### config.mk
export PLATFORM = sky130hd
export DESIGN_NAME = countdown_action_table
export DESIGN_NICKNAME = d
export VERILOG_FILES = /design/src/hdl/cat_pkg.sv /design/src/hdl/cat_ctrl.sv /design/src/hdl/cat_dpath.sv /design/src/hdl/countdown_action_table.sv
export SDC_FILE = /design/constraint.sdc
export NUM_CORES = 1
export LEC_CHECK = 0
export ABC_AREA = 1
export BUFFER_PORTS_ARGS = -buffer_cell sky130_fd_sc_hd__buf_2
export CAP_MARGIN = 10
export CORE_AREA = 2 2 324 262
export CTS_BUF_LIST = sky130_fd_sc_hd__clkbuf_4
export DETAILED_ROUTE_END_ITERATION = 12
export DIE_AREA = 0 0 326 264
export GPL_TIMING_DRIVEN = 1
export PLACE_DENSITY_LB_ADDON = 0.15
export SYNTH_ARGS = -nofsm -noshare
export SYNTH_HDL_FRONTEND = slang
export SYNTH_SLANG_ARGS = --single-unit
### constraint.sdc
create_clock -name clk -period 3.8 [get_ports clk]
set_clock_uncertainty 0.05 [all_clocks]
set_input_delay 0.57 -clock clk [delete_from_list [all_inputs] [get_ports clk]]
set_output_delay 0.57 -clock clk [all_outputs]
set_load 0.02 [all_outputs]
### src/hdl/cat_pkg.sv
// Package for the countdown action table: item structs, opcode and status
// codes, and the command/status structs between controller and datapath.
// No dependencies.
package cat_pkg;

  localparam logic [2:0] OP_START_REC = 3'd0;
  localparam logic [2:0] OP_START_CD  = 3'd1;
  localparam logic [2:0] OP_LENGTHEN  = 3'd2;
  localparam logic [2:0] OP_CLEAR     = 3'd3;
  localparam logic [2:0] OP_RUN       = 3'd4;
  localparam logic [2:0] OP_TICK      = 3'd5;

  localparam logic [1:0] ST_OK      = 2'd0;
  localparam logic [1:0] ST_FULL    = 2'd1;
  localparam logic [1:0] ST_MISSING = 2'd2;
  localparam logic [1:0] ST_BADID   = 2'd3;

  typedef struct packed {
    logic [2:0]         opcode;
    logic [7:0]         action_id;
    logic signed [15:0] time_value;
  } in_t;

  typedef struct packed {
    logic [1:0] status;
    logic       fired_valid;
    logic [7:0] fired_id;
    logic       last;
  } out_t;

  typedef struct packed {
    logic load;
    logic scan_rd;
    logic fetch_rd;
    logic finish;
  } cmd_t;

  typedef struct packed {
    logic skip;
    logic is_len;
  } sts_t;

endpackage

### src/hdl/cat_ctrl.sv
// Sequencer for the countdown action table: accept, slot scan, drain, fetch, finish.
// Depends on cat_pkg.
module cat_ctrl import cat_pkg::*; #(
  parameter int SLOTS = 32
) (
  input  logic clk,
  input  logic rst_n,
  input  logic start,
  output logic busy,
  input  sts_t sts,
  output cmd_t cmd,
  output logic [((SLOTS > 1) ? $clog2(SLOTS) : 1)-1:0] scan_addr
);

  localparam int IDX_W = (SLOTS > 1) ? $clog2(SLOTS) : 1;
  localparam logic [IDX_W-1:0] IDX_LAST = IDX_W'(SLOTS - 1);

  typedef enum logic [4:0] {
    S_IDLE  = 5'b00001,
    S_SCAN  = 5'b00010,
    S_DRAIN = 5'b00100,
    S_FETCH = 5'b01000,
    S_DONE  = 5'b10000
  } state_t;

  state_t            state_r, state_nxt;
  logic [IDX_W-1:0]  idx_r, idx_nxt;

  always_comb begin
    state_nxt = state_r;
    idx_nxt   = idx_r;
    cmd       = '0;
    case (state_r)
      S_IDLE: begin
        if (start) begin
          cmd.load  = 1'b1;
          idx_nxt   = '0;
          state_nxt = sts.skip ? S_DONE : S_SCAN;
        end
      end
      S_SCAN: begin
        cmd.scan_rd = 1'b1;
        if (idx_r == IDX_LAST) begin
          state_nxt = S_DRAIN;
        end else begin
          idx_nxt = idx_r + IDX_W'(1);
        end
      end
      S_DRAIN: begin
        state_nxt = sts.is_len ? S_FETCH : S_DONE;
      end
      S_FETCH: begin
        cmd.fetch_rd = 1'b1;
        state_nxt    = S_DONE;
      end
      S_DONE: begin
        cmd.finish = 1'b1;
        state_nxt  = S_IDLE;
      end
      default: begin
        state_nxt = S_IDLE;
      end
    endcase
  end

  always_ff @(posedge clk) begin
    if (!rst_n) begin
      state_r <= S_IDLE;
      idx_r   <= '0;
    end else begin
      state_r <= state_nxt;
      idx_r   <= idx_nxt;
    end
  end

  assign busy      = (state_r != S_IDLE);
  assign scan_addr = idx_r;

endmodule

### src/hdl/cat_dpath.sv
// Datapath for the countdown action table: slot memories, valid bits,
// slot evaluation, saturating count update and result register.
// Depends on cat_pkg.
module cat_dpath import cat_pkg::*; #(
  parameter int SLOTS     = 32,
  parameter int ID_BITS   = 8,
  parameter int TIME_BITS = 16
) (
  input  logic clk,
  input  logic rst_n,
  input  in_t  in_data,
  input  cmd_t cmd,
  input  logic [((SLOTS > 1) ? $clog2(SLOTS) : 1)-1:0] scan_addr,
  output sts_t sts,
  output logic out_valid,
  output out_t out_data
);

  localparam int IDX_W = (SLOTS > 1) ? $clog2(SLOTS) : 1;
  localparam int AW    = (ID_BITS > 8) ? ID_BITS : 8;
  localparam int SW    = ((TIME_BITS > 16) ? TIME_BITS : 16) + 1;
  localparam logic signed [SW-1:0] TMAX = SW'((64'sd1 <<< (TIME_BITS - 1)) - 64'sd1);
  localparam logic signed [SW-1:0] TMIN = SW'(-(64'sd1 <<< (TIME_BITS - 1)));

  // item payload
  logic [2:0]                op_r;
  logic [ID_BITS-1:0]        id_r;
  logic signed [15:0]        tv_r;
  logic [AW-1:0]             in_id_x;
  logic [ID_BITS-1:0]        in_id;

  // slot storage
  logic [ID_BITS-1:0]          action_mem [SLOTS];
  logic signed [TIME_BITS-1:0] count_mem  [SLOTS];
  logic [SLOTS-1:0]            valid_r;

  // registered read port and evaluation stage
  logic [IDX_W-1:0]            rd_addr;
  logic [ID_BITS-1:0]          act_q;
  logic signed [TIME_BITS-1:0] cnt_q;
  logic                        vld_q;
  logic                        ev_en_r;
  logic [IDX_W-1:0]            ev_idx_r;

  logic             found_r, found_nxt;
  logic [IDX_W-1:0] fidx_r, fidx_nxt;
  logic             pend_v_r, pend_v_nxt;
  logic [7:0]       pend_id_r, pend_id_nxt;
  logic             out_v_r, out_v_nxt;
  out_t             out_d_r, out_d_nxt;

  logic                        cnt_we, act_we, vset, vclr, fire, cnt_pos;
  logic [IDX_W-1:0]            cnt_wa, vidx;
  logic signed [TIME_BITS-1:0] cnt_wd, cnt_sat;
  logic signed [SW-1:0]        base_x, sum_x;
  logic [AW-1:0]               act_x;
  logic [1:0]                  fin_status;

  assign in_id_x = AW'(in_data.action_id);
  assign in_id   = in_id_x[ID_BITS-1:0];
  assign act_x   = AW'(act_q);

  assign sts.skip   = (in_data.opcode > OP_TICK) ||
                      ((in_data.opcode <= OP_CLEAR) && (in_id == '0));
  assign sts.is_len = (op_r == OP_LENGTHEN);

  assign rd_addr = cmd.fetch_rd ? fidx_r : scan_addr;
  assign cnt_pos = !cnt_q[TIME_BITS-1] && (cnt_q != '0);

  // saturating add: start countdown adds to zero, lengthen to the fetched count
  assign base_x  = (op_r == OP_LENGTHEN) ? SW'(cnt_q) : '0;
  assign sum_x   = base_x + SW'(tv_r);
  assign cnt_sat = (sum_x > TMAX) ? TIME_BITS'(TMAX) :
                   (sum_x < TMIN) ? TIME_BITS'(TMIN) : TIME_BITS'(sum_x);

  always_comb begin
    if ((op_r <= OP_CLEAR) && (id_r == '0)) begin
      fin_status = ST_BADID;
    end else if ((op_r <= OP_START_CD) && !found_r) begin
      fin_status = ST_FULL;
    end else if ((op_r <= OP_CLEAR) && !found_r) begin
      fin_status = ST_MISSING;
    end else begin
      fin_status = ST_OK;
    end
  end

  always_comb begin
    found_nxt   = found_r;
    fidx_nxt    = fidx_r;
    pend_v_nxt  = pend_v_r;
    pend_id_nxt = pend_id_r;
    out_v_nxt   = 1'b0;
    out_d_nxt   = out_d_r;
    cnt_we      = 1'b0;
    cnt_wa      = ev_idx_r;
    cnt_wd      = cnt_q - TIME_BITS'(1);
    act_we      = 1'b0;
    vset        = 1'b0;
    vclr        = 1'b0;
    vidx        = ev_idx_r;
    fire        = 1'b0;

    if (cmd.load) begin
      found_nxt  = 1'b0;
      pend_v_nxt = 1'b0;
    end

    if (ev_en_r) begin
      case (op_r)
        OP_START_REC, OP_START_CD: begin
          if (!found_r && !vld_q) begin
            found_nxt = 1'b1;
            fidx_nxt  = ev_idx_r;
          end
        end
        OP_LENGTHEN, OP_CLEAR: begin
          if (!found_r && vld_q && (act_q == id_r)) begin
            found_nxt = 1'b1;
            fidx_nxt  = ev_idx_r;
          end
        end
        OP_RUN: begin
          fire = vld_q && (cnt_q == '1);
        end
        OP_TICK: begin
          if (vld_q && cnt_pos) begin
            cnt_we = 1'b1;
            if (cnt_q == TIME_BITS'(1)) begin
              fire = 1'b1;
              vclr = 1'b1;
            end
          end
        end
        default: ;
      endcase
    end

    // hold one firing back until the next one or the end shows which is last
    if (fire) begin
      if (pend_v_r) begin
        out_v_nxt = 1'b1;
        out_d_nxt = '{status: ST_OK, fired_valid: 1'b1, fired_id: pend_id_r, last: 1'b0};
      end
      pend_v_nxt  = 1'b1;
      pend_id_nxt = act_x[7:0];
    end

    if (cmd.finish) begin
      out_v_nxt = 1'b1;
      if (pend_v_r) begin
        out_d_nxt = '{status: ST_OK, fired_valid: 1'b1, fired_id: pend_id_r, last: 1'b1};
      end else begin
        out_d_nxt = '{status: fin_status, fired_valid: 1'b0, fired_id: 8'd0, last: 1'b1};
      end
      vidx   = fidx_r;
      cnt_wa = fidx_r;
      case (op_r)
        OP_START_REC: begin
          act_we = found_r;
          vset   = found_r;
          cnt_we = found_r;
          cnt_wd = '1;
        end
        OP_START_CD: begin
          act_we = found_r;
          vset   = found_r;
          cnt_we = found_r;
          cnt_wd = cnt_sat;
        end
        OP_LENGTHEN: begin
          cnt_we = found_r;
          cnt_wd = cnt_sat;
        end
        OP_CLEAR: begin
          vclr = found_r;
        end
        default: ;
      endcase
    end
  end

  always_ff @(posedge clk) begin
    if (cmd.load) begin
      op_r <= in_data.opcode;
      id_r <= in_id;
      tv_r <= in_data.time_value;
    end
    if (cmd.scan_rd || cmd.fetch_rd) begin
      act_q <= action_mem[rd_addr];
      cnt_q <= count_mem[rd_addr];
      vld_q <= valid_r[rd_addr];
    end
    if (act_we) begin
      action_mem[fidx_r] <= id_r;
    end
    if (cnt_we) begin
      count_mem[cnt_wa] <= cnt_wd;
    end
    ev_idx_r  <= rd_addr;
    fidx_r    <= fidx_nxt;
    pend_id_r <= pend_id_nxt;
    out_d_r   <= out_d_nxt;
  end

  always_ff @(posedge clk) begin
    if (!rst_n) begin
      valid_r  <= '0;
      ev_en_r  <= 1'b0;
      found_r  <= 1'b0;
      pend_v_r <= 1'b0;
      out_v_r  <= 1'b0;
    end else begin
      if (vset) begin
        valid_r[vidx] <= 1'b1;
      end else if (vclr) begin
        valid_r[vidx] <= 1'b0;
      end
      ev_en_r  <= cmd.scan_rd;
      found_r  <= found_nxt;
      pend_v_r <= pend_v_nxt;
      out_v_r  <= out_v_nxt;
    end
  end

  assign out_valid = out_v_r;
  assign out_data  = out_d_r;

endmodule

### src/hdl/countdown_action_table.sv
// Top level of the countdown action table: controller plus datapath.
// Depends on cat_pkg, cat_ctrl and cat_dpath.
//
//   channel  | ports                   | handshake
//   ---------+-------------------------+-------------------------------------
//   input    | start, busy, in_data    | item taken when start && !busy
//   result   | out_valid, out_data     | one-cycle strobe, always taken
//
// Sequence: an item with a bad id or an unused opcode goes from acceptance
// straight to the finish state; any other item walks all SLOTS slots through
// the memory read port, one a cycle, then passes a drain state and, for
// lengthen, which reads the found count once more, a fetch state before finish.
// Results leave a register; run and tick may give one per slot during the
// walk, and the final one appears in the same cycle that busy drops.
// Reset: synchronous, active low; it clears the slot valid bits at once, so
// every slot is empty with no clearing pass. Counts are not reset.
// Stalls: the receiver cannot stall; only busy throttles the sender.
module countdown_action_table import cat_pkg::*; #(
  parameter int SLOTS     = 32,
  parameter int ID_BITS   = 8,
  parameter int TIME_BITS = 16
) (
  input  logic clk,
  input  logic rst_n,
  input  logic start,
  output logic busy,
  input  in_t  in_data,
  output logic out_valid,
  output out_t out_data
);

  localparam int IDX_W = (SLOTS > 1) ? $clog2(SLOTS) : 1;

  cmd_t             cmd;
  sts_t             sts;
  logic [IDX_W-1:0] scan_addr;

  // sequencer: owns the scan counter and the phase of each item
  cat_ctrl #(
    .SLOTS(SLOTS)
  ) u_ctrl (
    .clk      (clk),
    .rst_n    (rst_n),
    .start    (start),
    .busy     (busy),
    .sts      (sts),
    .cmd      (cmd),
    .scan_addr(scan_addr)
  );

  // slot memories, per-slot evaluation and the result register
  cat_dpath #(
    .SLOTS    (SLOTS),
    .ID_BITS  (ID_BITS),
    .TIME_BITS(TIME_BITS)
  ) u_dpath (
    .clk      (clk),
    .rst_n    (rst_n),
    .in_data  (in_data),
    .cmd      (cmd),
    .scan_addr(scan_addr),
    .sts      (sts),
    .out_valid(out_valid),
    .out_data (out_data)
  );

  // an accepted item always makes the block busy in the next cycle
  a_accept_busy: assert property (@(posedge clk) disable iff (!rst_n)
    (start && !busy) |=> busy)
    else $error("accepted item did not raise busy");

  // a result that fires nothing is always the only, final one of its item
  a_nofire_last: assert property (@(posedge clk) disable iff (!rst_n)
    (out_valid && !out_data.fired_valid) |-> out_data.last)
    else $error("non-firing result not marked last");

  // an error status never comes with a fired id
  a_err_nofire: assert property (@(posedge clk) disable iff (!rst_n)
    (out_valid && (out_data.status != ST_OK)) |-> (!out_data.fired_valid && out_data.last))
    else $error("error result carries a fired id");

  // the final result of an item is never followed at once by another result
  a_last_gap: assert property (@(posedge clk) disable iff (!rst_n)
    (out_valid && out_data.last) |=> !out_valid)
    else $error("result directly after a final result");

endmodule

==> results.toml <==
[status]
status = "complete, no violations"

[worst_setup_path]
crit_fanout = 32
cp_data_required_time_ns = 4.49
end_kind = "flip-flop"
cp.arrival_ns = 4.18
crit_type = "reg2reg"
cp-start-kind = "flip-flop"

[timing]
final.period_utilization_pct = 92.0
rsz0062_at_grt = "no"
max_clock_freq_mhz = 286
setup_viol = 0
finalHoldViolCount = 0
post-route-min-period_ns = 3.49
worst_pin_slew_ns = 1.37
slew_headroom_pct = 8.21
drv_slew = 0

[synth]
ys.flop_type = "edfxtp_1"
synth.distinct_cells = 45
netlist_area_um2 = 41000
async_reset_ff_share_pct = 0
synth-edff-count = 845
synth_area_per_cell_um2 = 9.62
synth-seq-cells = 896
synth.net_count = 4314
synth_seq_area_share_pct = 64.4
syn_inst = 4261
synth.yosys.warnings = 0

[placed_design]
numPortBuffers = 43
dp_hpwl_mm = 67.0
dp.cells = 5419
gp_congestion = 0.883

[layout]
syn2layout_area_growth_pct = 15.0
final_nets = 4620
final_util_pct = 56.8
drive_gt1_share_pct = 14.5
final_cell_count_no_fill = 5843

[global_routing]
grt_start_max_net_pins = 102
grt_pass1_vias = 28783
grt_usage_pct = 27.3
overflow = 0
antenna_found_initial = 4
grt_pass1_wl_mm = 175

[clocking]
cts_root_buffer = "clkbuf_4"
clk_pin_slew_ns = 0.07
cts_inserted_buffers = 219
cts_sinks = 896
cts_tree = "done"
cts_buffer_depth = 3
cts_htree_levels = 4
clk_latency_ns = 1.11

[detailed_routing]
dr_wl_met2_mm = 54.0
totalWireLength_mm = 117
highest_layer = "met4"
wl_per_cell_um = 20.0
num_vias = 30145
drc = 0
firstDrtPassIters = 5
ant_nets = 0
detailedRoute.firstIterationViolations = 3119
wl_met3_mm = 10.4
wl_met1_mm = 48.3
via_per_inst = 5.16

[hold_path]
hp-class = "in2reg"

[power_and_ir_drop]
power_density_nw_per_um2 = 415
finalPower_mw = 19.6
leakage_nw = 20.4
ir_drop_mv = 0.286

[die]
die_area_um2 = 86100
rows = 95
die_w_um = 326
initial_utilization_pct = 49.3
ios = 44
core-area_um2 = 83100
die_h_um = 264

[job]
maxCapViolations = 0
==> repair_timing <==
action                                  CTS  global route
pin swaps                                 1             6
gates resized for setup                   3             9
hold buffers                             30             0
gates cloned                              2             1
endpoints found under the setup margin  128           449
buffers inserted                          3             4
endpoints found under the hold margin    39             0
==> layout by cell type (no fill, tap or decap), types with 8 or more instances in the layout <==
cell and instances:
nand3b_1 25, a21oi_2 9, ha_1 22, nand4_1 9
nand3_1 801, edfxtp_1 845, buf_4 171, nand2_1 1060
clkinv_1 40, dfxtp_1 51, inv_1 879, a21oi_1 62
nor2_1 138, a21oi_4 10, nor3_2 32, xor2_1 17
nor3_1 20, dlygate4sd3_1 30, clkinv_2 11, clkbuf_4 315
inv_2 11, nand2_2 8, buf_2 43, buf_12 36
==> layer usage <==
metal | vias up | GRT usage (%)
li1 | 14518 | -
met1 | 14080 | 36.4
met2 | 1283 | 43.0
met3 | 264 | 6.09
met4 | 0 | 12.0
met5 | - | 0
==> per-stage QoR <==
step	instance area, µm²	setup TNS (ns)	worst slack, ns	hold WS (ns)
floorplan	41000	-15.96	-0.211	0.358
global placement	43900	-22.00	-0.304	0.361
detailed placement	44000	-19.96	-0.263	0.365
CTS	47000	0	0.00580	0.0435
global route	47200	0	0.00871	0.0694
finish	47200	0	0.306	0.118
==> cells by family (layout without fill, tap and decap cells) <==
group / Yosys count / after routing / synth area share (%)
simple gates: 2120 / 2120 / 22.6
buf+inv: 1089 / 1547 / 10.4
flops: 896 / 896 / 64.4
compound gates: 112 / 115 / 1.53
fa+ha+maj: 23 / 23 / 0.720
xor+xnor: 21 / 21 / 0.449
other cells: 0 / 6 / 0
==> flip-flops by register name, indices dropped and copies added (netlist names), named ones only <==
| register | cells |
|---|---|
| u_dpath.fidx_r | 5 |
| u_dpath.act_q | 8 |
| u_dpath.ev_idx_r | 5 |
| u_dpath.tv_r | 16 |
| u_ctrl.scan_addr | 5 |
| u_dpath.pend_id_r | 8 |
| u_dpath.op_r | 3 |
| u_dpath.pend_v_r | 1 |
| u_dpath.ev_en_r | 1 |
| u_dpath.out_valid | 1 |
| u_dpath.action_mem | 256 |
| u_ctrl.state_r | 5 |
| u_dpath.count_mem | 512 |
| u_dpath.found_r | 1 |
| u_dpath.vld_q | 1 |
| u_dpath.id_r | 8 |
| u_dpath.cnt_q | 16 |
| u_dpath.out_data | 12 |
==> area by class of cell <==
cell class              instances  area (µm²)
inverters                     887        3330
clock buffers                 315        2360
well taps                    1115        1400
diodes                          6        15.0
multi-input cells            2279       10800
flip-flops and latches        896       26400
clock inverters                61         312
repair buffers                284        2580
fillers                      7287       35900
==> worst max-delay path, cell delays in order (launching register included) <==
cell and delay [ns]:
edfxtp_1 0.38, inv_1 0.09, nand2_1 0.07, inv_1 0.07, nand2_1 0.12, buf_4 0.16, nor2_1 0.14, inv_1 0.08
fa_2 0.38, o21ai_4 0.19, nand2_1 0.09, nand2_2 0.10, nand2_1 0.07, nand3_1 0.07, nand2_1 0.09, nand2_1 0.11
buf_12 0.14, nand2_1 0.08, a21oi_4 0.63
==> cell usage after synthesis, types with 5 or more instances <==
cell         n  area, µm²
nand2_1   1065       4000
inv_1      879       3300
edfxtp_1   845      25400
nand3_1    801       4010
nor2_1     138        518
buf_2      124        621
a21oi_1     78        390
clkbuf_1    68        255
nor3_1      52        260
dfxtp_1     51       1020
nand3b_1    25        188
ha_1        22        275
xor2_1      17        149
nand4_1      9       56.3
buf_1        8       30.0
a31oi_1      7       43.8
o21ai_2      7       61.3
inv_2        6       22.5
nand2_2      6       37.5
nor2_2       5       31.3
nor4_1       5       31.3
==> path summary, 6_finish.rpt <==
path	cells after the start	startpoint	to	slack [ns]
setup / recovery	18	u_dpath.op_r[2]	u_dpath.count_mem[18][1]	0.31
hold / removal	2	in_data[2]	u_dpath.tv_r[2]	0.12
setup reg to reg	18	u_dpath.op_r[2]	u_dpath.count_mem[18][1]	0.31
hold reg to reg	0	u_dpath.ev_idx_r[3]	u_dpath.fidx_r[3]	0.38
==> where the power goes <==
group	internal, mW	switching, mW
registers	10.8	0.0299
clock network	3.91	3.86
logic	0.311	0.668
(Power assumes the default switching activity.)
